==> config.mk <==
export PLATFORM = sky130hd
export DESIGN_NAME = can_acceptance_filter_bank_core
export DESIGN_NICKNAME = d
export VERILOG_FILES = /design/src/rtl/cafb_pkg.sv /design/src/rtl/can_acceptance_filter_bank_core.sv
export VERILOG_INCLUDE_DIRS = /design/src /design/src/rtl
export SDC_FILE = /design/constraint.sdc
export NUM_CORES = 1
export LEC_CHECK = 0
export BUFFER_PORTS_ARGS = -buffer_cell sky130_fd_sc_hd__buf_2
export CORE_MARGIN = 3
export CORE_UTILIZATION = 52
export CTS_CLUSTER_DIAMETER = 60
export DETAILED_ROUTE_END_ITERATION = 12
export GPL_ROUTABILITY_DRIVEN = 0
export HOLD_SLACK_MARGIN = 0.05
export PLACE_DENSITY = 0.7
export RECOVER_POWER = 100
export SLEW_MARGIN = 20
export SYNTH_ARGS = -nofsm -noshare
export SYNTH_HDL_FRONTEND = slang
export SYNTH_SLANG_ARGS = --single-unit
==> constraint.sdc <==
create_clock -name clk -period 6.4 [get_ports clk]
set_clock_uncertainty 0.05 [all_clocks]
set_input_delay 1.28 -clock clk [delete_from_list [all_inputs] [get_ports clk]]
set_output_delay 1.28 -clock clk [all_outputs]
set_load 0.05 [all_outputs]
==> src/rtl/can_acceptance_filter_bank_core_defines.svh <==
// ----------------------------------------------------------------------------
// can acceptance filter bank: assertion macros
// checks on clk, with and without the reset disable
// ----------------------------------------------------------------------------
`ifndef CAN_ACCEPTANCE_FILTER_BANK_CORE_DEFINES_SVH
`define CAN_ACCEPTANCE_FILTER_BANK_CORE_DEFINES_SVH

// property checked while out of reset
`define CAFB_ASSERT(lbl, prop, msg) \
    lbl: assert property (@(posedge clk) disable iff (!rst_n) prop) else $error(msg);

// property that also holds across reset
`define CAFB_ASSERT_RST(lbl, prop, msg) \
    lbl: assert property (@(posedge clk) prop) else $error(msg);

`endif

==> src/rtl/cafb_pkg.sv <==
// ----------------------------------------------------------------------------
// cafb_pkg
// shared types and constants of the can acceptance filter bank
// ----------------------------------------------------------------------------
`default_nettype none

package cafb_pkg;

    localparam int unsigned ID_W      = 12;
    localparam int unsigned CNT_W     = 5;
    localparam int unsigned CNT_REGS  = 3;
    localparam logic [11:0] RTR_BIT   = 12'h800;
    localparam logic [3:0]  MAX_DLC   = 4'd8;

    typedef enum logic [2:0] {
        STAT_DELIVERED = 3'd0,
        STAT_NO_MATCH  = 3'd1,
        STAT_INACTIVE  = 3'd2,
        STAT_REJECTED  = 3'd3,
        STAT_WRITTEN   = 3'd4,
        STAT_WR_REJ    = 3'd5
    } status_t;

    typedef enum logic [2:0] {
        REG_BUS_ONLINE = 3'd0,
        REG_PORT_ACT   = 3'd1,
        REG_ENTRIES0   = 3'd2,
        REG_ENTRIES1   = 3'd3,
        REG_ENTRIES2   = 3'd4
    } cfg_reg_t;

    typedef enum logic [4:0] {
        ST_IDLE = 5'b00001,
        ST_PORT = 5'b00010,
        ST_READ = 5'b00100,
        ST_CMP  = 5'b01000,
        ST_OUT  = 5'b10000
    } state_t;

endpackage

`default_nettype wire

==> src/rtl/can_acceptance_filter_bank_core.sv <==
// write request: result valid in the cycle after accept, then held until out_ready
// frame request: per port a decide state, then for each filter entry scanned
//   one memory read and one compare on a single comparator, then an output
//   state held until out_ready; one request at a time
// reset: async; resets control, config and all filter valid bits at once
// ----------------------------------------------------------------------------
// can_acceptance_filter_bank_core
// per-port id/mask acceptance filters, scanned by one shared comparator
// ----------------------------------------------------------------------------
`default_nettype none

`include "can_acceptance_filter_bank_core_defines.svh"

module can_acceptance_filter_bank_core
    import cafb_pkg::*;
#(
    parameter int PORTS   = 3,
    parameter int FILTERS = 16
)
(
    input  wire logic        clk,
    input  wire logic        rst_n,

    input  wire logic        cfg_we,
    input  wire logic [2:0]  cfg_index,
    input  wire logic [4:0]  cfg_data,

    input  wire logic        in_valid,
    output logic             in_ready,
    input  wire logic        action,
    input  wire logic [1:0]  port,
    input  wire logic [3:0]  entry_index,
    input  wire logic [10:0] filter_id,
    input  wire logic [10:0] filter_mask,
    input  wire logic        filter_rtr,
    input  wire logic [11:0] frame_ident,
    input  wire logic [3:0]  frame_length,

    output logic             out_valid,
    input  wire logic        out_ready,
    output logic [1:0]       result_port,
    output logic [2:0]       status,
    output logic [3:0]       hit_entry,
    output logic             last
);

    // only the ports with a count register can ever hold entries
    localparam int ACT_PORTS = (PORTS < CNT_REGS) ? PORTS : CNT_REGS;
    localparam int DEPTH     = ACT_PORTS * FILTERS;
    localparam int AW        = (DEPTH > 1) ? $clog2(DEPTH) : 1;
    localparam int PCW       = (PORTS > 1) ? $clog2(PORTS) : 1;
    localparam int IW        = (FILTERS > 1) ? $clog2(FILTERS) : 1;
    localparam int NW        = $clog2(FILTERS + 1);

    // configuration
    logic                 bus_online_reg;
    logic [2:0]           port_active_reg;
    logic [CNT_W-1:0]     entries_reg [CNT_REGS];

    // sequencer
    state_t               state_reg, state_next;
    logic [PCW-1:0]       port_reg, port_next;
    logic [IW-1:0]        idx_reg, idx_next;
    logic [NW-1:0]        cnt_reg, cnt_next;
    logic [ID_W-1:0]      ident_reg, ident_next;
    logic                 reject_reg, reject_next;

    // result register
    logic [1:0]           res_port_reg, res_port_next;
    status_t              status_reg, status_next;
    logic [3:0]           hit_reg, hit_next;
    logic                 last_reg, last_next;

    // filter store
    logic [2*ID_W-1:0]    filt_mem [DEPTH];
    logic [DEPTH-1:0]     valid_reg;
    logic [2*ID_W-1:0]    rd_data_reg;
    logic                 rd_valid_reg;

    logic [AW-1:0]        rd_addr;
    logic [AW-1:0]        wr_addr;
    logic                 wr_en;
    logic                 wr_ok;
    logic [NW-1:0]        wr_cnt;
    logic [NW-1:0]        scan_cnt;
    logic                 scan_act;
    logic [7:0]           port_ext;
    logic [3:0]           act_vec;
    logic                 match;
    logic                 in_acc;

    function automatic logic [NW-1:0] sat_count(input logic [CNT_W-1:0] c);
        logic [6:0] ext;
        ext = 7'(c);
        if (ext > 7'(FILTERS))
            return NW'(FILTERS);
        else
            return NW'(ext);
    endfunction

    assign in_ready    = (state_reg == ST_IDLE);
    assign in_acc      = in_valid && in_ready;
    assign out_valid   = (state_reg == ST_OUT);
    assign result_port = res_port_reg;
    assign status      = status_reg;
    assign hit_entry   = hit_reg;
    assign last        = last_reg;

    // entry count of the port named by a write
    always_comb
    begin
        case (port)
            2'd0:    wr_cnt = sat_count(entries_reg[0]);
            2'd1:    wr_cnt = sat_count(entries_reg[1]);
            2'd2:    wr_cnt = sat_count(entries_reg[2]);
            default: wr_cnt = '0;
        endcase
    end

    assign wr_ok   = (32'(port) < ACT_PORTS) && (8'(entry_index) < 8'(wr_cnt));
    assign wr_en   = in_acc && action && wr_ok;
    assign wr_addr = AW'(32'(port) * FILTERS + 32'(entry_index));

    // count and active bit of the port being scanned
    assign port_ext = 8'(port_reg);
    assign act_vec  = {1'b0, port_active_reg};
    assign scan_act = (port_ext < 8'(CNT_REGS)) && act_vec[port_ext[1:0]];

    always_comb
    begin
        case (port_ext)
            8'd0:    scan_cnt = sat_count(entries_reg[0]);
            8'd1:    scan_cnt = sat_count(entries_reg[1]);
            8'd2:    scan_cnt = sat_count(entries_reg[2]);
            default: scan_cnt = '0;
        endcase
    end

    assign rd_addr = AW'(32'(port_reg) * FILTERS + 32'(idx_reg));

    // the one comparator: ident in the upper half, mask in the lower half
    assign match = rd_valid_reg &&
                   (((ident_reg ^ rd_data_reg[2*ID_W-1:ID_W]) & rd_data_reg[ID_W-1:0]) == '0);

    always_ff @(posedge clk)
    begin
        if (wr_en)
        begin
            filt_mem[wr_addr] <= {{1'b0, filter_id} | (filter_rtr ? RTR_BIT : '0),
                                  {1'b0, filter_mask} | RTR_BIT};
        end
        if (state_reg == ST_READ)
        begin
            rd_data_reg <= filt_mem[rd_addr];
        end
    end

    always_ff @(posedge clk or negedge rst_n)
    begin
        if (!rst_n)
        begin
            valid_reg    <= '0;
            rd_valid_reg <= 1'b0;
        end
        else
        begin
            if (wr_en)
            begin
                valid_reg[wr_addr] <= 1'b1;
            end
            if (state_reg == ST_READ)
            begin
                rd_valid_reg <= valid_reg[rd_addr];
            end
        end
    end

    // configuration registers
    always_ff @(posedge clk or negedge rst_n)
    begin
        if (!rst_n)
        begin
            bus_online_reg  <= 1'b1;
            port_active_reg <= '0;
            for (int k = 0; k < CNT_REGS; k++)
            begin
                entries_reg[k] <= '0;
            end
        end
        else if (cfg_we)
        begin
            case (cfg_index)
                REG_BUS_ONLINE: bus_online_reg  <= cfg_data[0];
                REG_PORT_ACT:   port_active_reg <= cfg_data[2:0];
                REG_ENTRIES0:   entries_reg[0]  <= cfg_data;
                REG_ENTRIES1:   entries_reg[1]  <= cfg_data;
                REG_ENTRIES2:   entries_reg[2]  <= cfg_data;
                default:        ;
            endcase
        end
    end

    always_comb
    begin
        state_next    = state_reg;
        port_next     = port_reg;
        idx_next      = idx_reg;
        cnt_next      = cnt_reg;
        ident_next    = ident_reg;
        reject_next   = reject_reg;
        res_port_next = res_port_reg;
        status_next   = status_reg;
        hit_next      = hit_reg;
        last_next     = last_reg;

        case (state_reg)
            ST_IDLE:
            begin
                if (in_valid)
                begin
                    if (action)
                    begin
                        res_port_next = port;
                        status_next   = wr_ok ? STAT_WRITTEN : STAT_WR_REJ;
                        hit_next      = '0;
                        last_next     = 1'b1;
                        state_next    = ST_OUT;
                    end
                    else
                    begin
                        ident_next  = frame_ident;
                        reject_next = !bus_online_reg || (frame_length > MAX_DLC);
                        port_next   = '0;
                        state_next  = ST_PORT;
                    end
                end
            end
            ST_PORT:
            begin
                res_port_next = 2'(port_reg);
                hit_next      = '0;
                last_next     = (32'(port_reg) == PORTS - 1);
                idx_next      = '0;
                cnt_next      = scan_cnt;
                if (reject_reg)
                begin
                    status_next = STAT_REJECTED;
                    state_next  = ST_OUT;
                end
                else if (!scan_act)
                begin
                    status_next = STAT_INACTIVE;
                    state_next  = ST_OUT;
                end
                else if (scan_cnt == '0)
                begin
                    status_next = STAT_NO_MATCH;
                    state_next  = ST_OUT;
                end
                else
                begin
                    state_next = ST_READ;
                end
            end
            ST_READ:
            begin
                state_next = ST_CMP;
            end
            ST_CMP:
            begin
                if (match)
                begin
                    status_next = STAT_DELIVERED;
                    hit_next    = 4'(idx_reg);
                    state_next  = ST_OUT;
                end
                else if (8'(idx_reg) + 8'd1 == 8'(cnt_reg))
                begin
                    status_next = STAT_NO_MATCH;
                    state_next  = ST_OUT;
                end
                else
                begin
                    idx_next   = idx_reg + IW'(1);
                    state_next = ST_READ;
                end
            end
            ST_OUT:
            begin
                if (out_ready)
                begin
                    if (last_reg)
                    begin
                        state_next = ST_IDLE;
                    end
                    else
                    begin
                        port_next  = port_reg + PCW'(1);
                        state_next = ST_PORT;
                    end
                end
            end
            default:
            begin
                state_next = ST_IDLE;
            end
        endcase
    end

    always_ff @(posedge clk or negedge rst_n)
    begin
        if (!rst_n)
        begin
            state_reg <= ST_IDLE;
            port_reg  <= '0;
            idx_reg   <= '0;
            cnt_reg   <= '0;
        end
        else
        begin
            state_reg <= state_next;
            port_reg  <= port_next;
            idx_reg   <= idx_next;
            cnt_reg   <= cnt_next;
        end
    end

    always_ff @(posedge clk)
    begin
        ident_reg    <= ident_next;
        reject_reg   <= reject_next;
        res_port_reg <= res_port_next;
        status_reg   <= status_next;
        hit_reg      <= hit_next;
        last_reg     <= last_next;
    end

    `CAFB_ASSERT(a_ready_not_busy, in_ready |-> !out_valid, "ready while a result is pending")
    `CAFB_ASSERT(a_last_frees, (out_valid && out_ready && last) |=> in_ready,
                 "not ready after final result")
    `CAFB_ASSERT(a_write_result, (in_valid && in_ready && action) |=> (out_valid && last &&
                 (status == STAT_WRITTEN || status == STAT_WR_REJ)),
                 "write request gave no write result")
    `CAFB_ASSERT(a_frame_not_last, (out_valid && !last) |->
                 (status != STAT_WRITTEN && status != STAT_WR_REJ),
                 "write status on a non-final result")
    `CAFB_ASSERT_RST(a_reset_quiet, !rst_n |=> !out_valid, "result right after reset")

endmodule

`default_nettype wire
=== Yosys cells after proc, flatten, opt, wreduce, memory -nomap -nowiden ===
Memory sizes are Yosys's and may differ from the RTL's. A register that Yosys moved wholly into a read port is not among the register bits.
Index checks and enable logic that the tools add are counted.

* Memories kept: 1
* Word-level logic and storage cells: 145
* Input port bits: 59
* RAM bits: 1104
* Register bits: 131

* Add/subtract/negate cells: 5
* Bitwise logic cells: 5
* Equal/unequal tests: 24
* Reductions and logical operators: 30
* $lt $le $gt $ge: 11
* Mux-type cells: 51

{| class="wikitable"
|+ Memories
! memory !! depth !! width !! rd ports !! clocked after Yosys merged registers in !! write ports !! line !! RTL
|-
| filt_mem || 48 || 23 || 1 || 1 || 1 || can_acceptance_filter_bank_core.sv:75 || <nowiki>logic [2*ID_W-1:0] filt_mem [DEPTH];</nowiki>
|}

{| class="wikitable"
|+ Operators with widths
! operator !! number
|-
| 5-bit 2-to-1 mux || 11
|-
| 48-bit bitwise OR || 1
|-
| 5-bit one-hot mux with 3 select lines || 2
|-
| 5-bit one-hot mux with 5 select lines || 1
|-
| 3-bit 2-to-1 mux || 7
|-
| 4-bit 2-to-1 mux || 5
|-
| 5-bit greater-than comparator, second input constant || 3
|-
| 6-bit by 7-bit less-than comparator with 1-bit output, second input constant || 2
|-
| 2-bit 2-to-1 mux || 7
|-
| 6-bit by 4-bit adder with 6-bit output || 2
|-
| 12-bit bitwise AND || 1
|-
| 12-bit zero test || 1
|-
| 12-bit 2-to-1 mux || 1
|-
| 2-bit inequality test, second input constant || 6
|-
| 11-bit by 12-bit bitwise OR with 12-bit output || 1
|-
| 4-bit one-hot mux with 3 select lines || 1
|-
| 2-bit AND reduction || 6
|-
| 12-bit bitwise XOR || 1
|-
| 5-bit AND reduction || 2
|-
| 3-bit one-hot mux with 3 select lines || 1
|-
| 3-bit AND reduction || 3
|-
| 8-bit zero test || 1
|-
| 1-bit 2-to-1 mux || 8
|-
| 2-bit one-hot mux with 2 select lines || 2
|-
| 37 further kinds || 50
|}

=== Logic depth before layout (Yosys ltp) ===
* Depth in word-level cells: 9
* Mapped depth: 13

=== Worst setup path after synthesis ===
OpenSTA, ideal clock, no wires.

* Path type: input to register
* Start point: in port[0]
* End point: mem filt_mem[27][0] (netlist bit) (enable)
* Path buffers: 2
* Stages: 10
* Arrival time: 5.456 ns
* Setup slack: 0.431 ns
* Setup time: 0.464 ns
* Required time: 5.886 ns
* Cell sequence: buf_1 -> nor3_1 -> a22o_1 -> a21oi_1 -> ha_1 -> a21o_1 -> a221oi_2 -> o311ai_1 -> clkbuf_1 -> nor4_1

* Cells in the longest elaborated chain, start to end: 7
* Elaborated cells between the ends (all ways): 11
* Classes of those cells: add/sub (1); order compare (2); eq/ne (2); mux (3); reduce/logical (3)

{| class="wikitable"
|+ Ends and longest elaborated chain
! item !! line !! RTL
|-
| from (decl) || can_acceptance_filter_bank_core.sv:31 || <nowiki>input wire logic [1:0] port,</nowiki>
|-
| 2-bit == test, or another cell as far along || can_acceptance_filter_bank_core.sv:112 || <nowiki>case (port)</nowiki>
|-
| 5-bit one-hot mux with 3 select lines || can_acceptance_filter_bank_core.sv:112 ||
|-
| 4-bit by 5-bit less-than comparator with 1-bit output || can_acceptance_filter_bank_core.sv:120 || <nowiki>assign wr_ok = (32'(port) < ACT_PORTS) && (8'(entry_index) < 8'(wr_cnt));</nowiki>
|-
| 1-bit logical AND || can_acceptance_filter_bank_core.sv:120 ||
|-
| 1-bit logical AND || can_acceptance_filter_bank_core.sv:121 || <nowiki>assign wr_en = in_acc && action && wr_ok;</nowiki>
|-
| 1-bit 2-to-1 mux || can_acceptance_filter_bank_core.sv:147 || <nowiki>if (wr_en)</nowiki>
|-
| 1-bit 2-to-1 mux || can_acceptance_filter_bank_core.sv:149 || <nowiki>filt_mem[wr_addr] <= {{1'b0, filter_id} | (filter_rtr ? RTR_BIT : '0),</nowiki>
|-
| to (decl) || can_acceptance_filter_bank_core.sv:75 ||
|}

Several ways; a longest one is shown, not always the timed one.

=== Final worst setup path ===
* Start point: in port[0]
* End point: mem filt_mem[27][4] (netlist bit) (enable)

The elaborated chain is that of the path after synthesis.

==> tab_implementation.tex <==
\begin{tabular}{lr}
\hline
Metric & Value \\
\hline
\multicolumn{2}{l}{\textbf{Synthesis}} \\
Area contributors post-synth & sky130\_fd\_sc\_hd\_\_edfxtp\_1, sky130\_fd\_sc\_hd\_\_mux4\_2, sky130\_fd\_sc\_hd\_\_dfrtp\_1 \\
Post-synthesis cell area & 47600 sq um \\
Number of enable flip-flop cells after synthesis & 1150 \\
Mapped Avg Cell Area & 21.8 sq um \\
Synth Instances & 2179 \\
Post-synth ARST share & 6.81\% \\
Number of warnings reported in the yosys synthesis log & 0 \\
Cell type contributing the most total cell area after synthesis & sky130\_fd\_sc\_hd\_\_edfxtp\_1 \\
Share of the yosys chip area belonging to registers & 77.0\% \\
Top cell type's share of synthesized area & 72.6\% \\
Synthesized flop and latch total & 1234 \\
Most frequently used flop master after synthesis & sky130\_fd\_sc\_hd\_\_edfxtp\_1 \\
Net count after synthesis & 2246 \\
Distinct cells, synth & between 50 and 60 \\
\multicolumn{2}{l}{\textbf{Global routing}} \\
Global routing usage summed across all routing layers & 25.4\% \\
Wire length of the first global-routing pass & 171000 um \\
Total gr overflow & 0 \\
Initial antenna violation count & 8 \\
Maximum number of pins on one net before global-route repair & roughly 130 \\
Via count of the first global-routing pass & 23300 \\
\multicolumn{2}{l}{\textbf{Critical path}} \\
Startpoint of the lowest-slack register-to-register path & state\_reg[2]\$\_DFFE\_PN0P\_ \\
CP startpoint kind & input port \\
Arrival time of data at the critical path endpoint & around 5600 ps \\
Critical path required time & $\sim$6700 ps \\
Worst setup path class & in2reg \\
Reg-to-reg critical path endpoint & filt\_mem[27][4]\$\_DFFE\_PP\_ \\
CP endpoint kind & flop \\
Cell count of the worst reg-to-reg path & 7 \\
Flop-to-flop setup slack & 1150 ps \\
Top fanout value on the critical path & 35 \\
\multicolumn{2}{l}{\textbf{Flow run}} \\
Number of max-capacitance violations reported & 51 \\
\multicolumn{2}{l}{\textbf{Clocking}} \\
CTS tree & done \\
Number of sinks driven by the clock tree & 1234 \\
H-tree levels & 3 \\
Total CTS buffers & roughly 120 \\
Setup repair bufs after CTS & 0 \\
CTS max path bufs & 3 \\
Buffer cell driving the clock tree root & sky130\_fd\_sc\_hd\_\_clkbuf\_16 \\
Clock insertion delay at the later pin of the skew report & 700 ps \\
Gates resized, CTS repair & 0 \\
Hold buffer count at cts & 0 \\
Clock-pin transition on the worst setup and hold timing paths & 60 ps \\
\multicolumn{2}{l}{\textbf{Die}} \\
Vertical die dimension & around 300 um \\
Num ports & 71 \\
Die Wd & 308 um \\
Cell Rows & 110 \\
Placeable core area & 90300 sq um \\
Starting density of the core & 52.7\% \\
Total Die Area & 95100 sq um \\
\multicolumn{2}{l}{\textbf{Timing}} \\
Final hold viol count & 0 \\
Post-Route Hold Slack & approximately 410 ps \\
Maximum frequency from static timing analysis & 0.188 GHz \\
Unrepaired setup endpoints after global routing & no \\
Worst slew margin relative to its limit & -127\% \\
Period utilization & 83.1\% \\
Post-layout min period & 5320 ps \\
Count of pins over their slew limit & 1726 \\
Setup TNS Final & 0 ps \\
Total setup violations reported at the end of the flow & 0 \\
Actual transition at the worst max-transition pin & 3400 ps \\
\multicolumn{2}{l}{\textbf{Power}} \\
Leakage power figure & 0.0165 uW \\
PwrDens & roughly 330 nW/um\^{}2 \\
Power consumption & 17400 uW \\
Max VDD drop & roughly 230 uV \\
\multicolumn{2}{l}{\textbf{Detailed routing}} \\
Number of DRC violations after detailed routing & 0 \\
Number of violations reported at the end of detailed-routing iteration 0 & 3877 \\
DR vias & 23600 \\
Wirelength, routed & $\sim$120000 um \\
Detail-routed net length per standard cell & between 30 and 40 um \\
Router iterations before antenna repair & 9 \\
Post-DR vias/cell & roughly 6.5 \\
Residual antenna-violating net count after detailed routing & 0 \\
\multicolumn{2}{l}{\textbf{Finish}} \\
Largest register FFs & 1104 \\
Number of nets at the end of the flow & around 2400 \\
Commonest cells after routing, fill and taps aside & sky130\_fd\_sc\_hd\_\_edfxtp\_1, sky130\_fd\_sc\_hd\_\_mux4\_2, sky130\_fd\_sc\_hd\_\_clkbuf\_1 \\
Commonest non-fill, non-tap cell in the layout & sky130\_fd\_sc\_hd\_\_edfxtp\_1 \\
Post-layout instance area & 53200 sq um \\
Area delta synth->final & 11.9\% \\
Layout cells sized above 1 & 25.5\% \\
\multicolumn{2}{l}{\textbf{Place}} \\
Instance area after placement & 49800 sq um \\
Dpl hpwl & 71500 um \\
IO buf count & 70 \\
\multicolumn{2}{l}{\textbf{Worst hold path}} \\
Cell depth of the worst hold path & 1 \\
Startpoint of the tightest hold check path & valid\_reg[31]\$\_DFFE\_PN0P\_ \\
Path class of the lowest-slack min-delay path & reg2reg \\
Worst Hold Path EP & valid\_reg[31]\$\_DFFE\_PN0P\_ \\
\multicolumn{2}{l}{\textbf{Status}} \\
Failing checks & capacitance limit, slew limit \\
Run status & finished, violations left \\
\hline
\end{tabular}
cells by family after synthesis:
logic type,after synthesis,share of synthesized area (%)
DFF,1234,77.0
adders and majority gates,8,0.210
and+or+nand+nor,261,3.26
AOI/OAI and AO/OA,177,2.47
muxes,347,15.4
xor gates and xnor gates,18,0.332
buffers and inverters,134,1.25
per-layer routing:
layer  part of all wire (%)  global-route usage (%)  vias to the layer above  wire, um
met5                  0.011                       0                        -        13
met4                    3.2                    7.96                        2      3840
met3                     12                    6.21                      198     14700
met2                     46                    37.2                     1503     54100
met1                     39                    38.1                    12300     46000
li1                       -                       -                     9528         -
how the worst max path moves through the flow:
stage          slack (ps)                         to              startpoint  depth (start not counted)
2_1_floorplan         430  filt_mem[27][0]$_DFFE_PP_                 port[0]                         10
3_3_place_gp         1320  filt_mem[18][0]$_DFFE_PP_                 port[1]                         11
3_5_place_dp         1120  filt_mem[18][9]$_DFFE_PP_                 port[1]                         11
4_1_cts              1780  filt_mem[18][0]$_DFFE_PP_                 port[0]                         11
5_1_grt               830   rd_data_reg[1]$_DFFE_PP_  idx_reg[1]$_DFFE_PN0P_                          6
6_report             1080  filt_mem[27][4]$_DFFE_PP_                 port[0]                         11
Yosys cell counts (11+ instances only):
master	count
sky130_fd_sc_hd__o22ai_1	82
sky130_fd_sc_hd__mux4_2	307
sky130_fd_sc_hd__or4_1	18
sky130_fd_sc_hd__or2_2	40
sky130_fd_sc_hd__buf_1	15
sky130_fd_sc_hd__nor2_1	22
sky130_fd_sc_hd__mux2i_1	18
sky130_fd_sc_hd__edfxtp_1	1150
sky130_fd_sc_hd__nand2_1	52
sky130_fd_sc_hd__clkbuf_1	54
sky130_fd_sc_hd__buf_2	48
sky130_fd_sc_hd__mux2_2	22
sky130_fd_sc_hd__nand3b_1	11
sky130_fd_sc_hd__nor4_1	40
sky130_fd_sc_hd__dfrtp_1	82
sky130_fd_sc_hd__xor2_1	14
sky130_fd_sc_hd__o21ai_0	32
worst max-delay path: stages:
cell and delay (ps):
sky130_fd_sc_hd__buf_2 170, sky130_fd_sc_hd__nor3_1 460, sky130_fd_sc_hd__a22o_1 230, sky130_fd_sc_hd__a21oi_1 50, sky130_fd_sc_hd__ha_1 300, sky130_fd_sc_hd__a21o_1 170, sky130_fd_sc_hd__a221oi_1 490, sky130_fd_sc_hd__o311ai_4 190
sky130_fd_sc_hd__buf_12 210, sky130_fd_sc_hd__nor4_1 1590, sky130_fd_sc_hd__buf_4 440
power breakdown:
part,internal [uW],switching [uW],leakage [uW]
clock network,3920,2930,0.00187
registers,8990,116,0.0114
logic,488,930,0.00322
layout make-up:
class	count	area (sq um)
repair buffers	150	785
clock inverters	53	522
diodes	3	7.51
fillers	6347	37100
well taps	1176	1470
inverters	10	37.5
flip-flops and latches	1234	36600
clock buffers	174	3350
multi-input cells	811	10400
through the flow:
step / instances / util, % / worst slack, ps
6_report: 3611 / 58.9 / 1080
5_1_grt: 3608 / 58.9 / 833
4_1_cts: 3604 / 59.5 / 1780
3_5_place_dp: 3377 / 55.2 / 1120
3_3_place_gp: 3377 / 55.2 / 1320
2_1_floorplan: 2179 / - / 431
(Power assumes the default switching activity.)
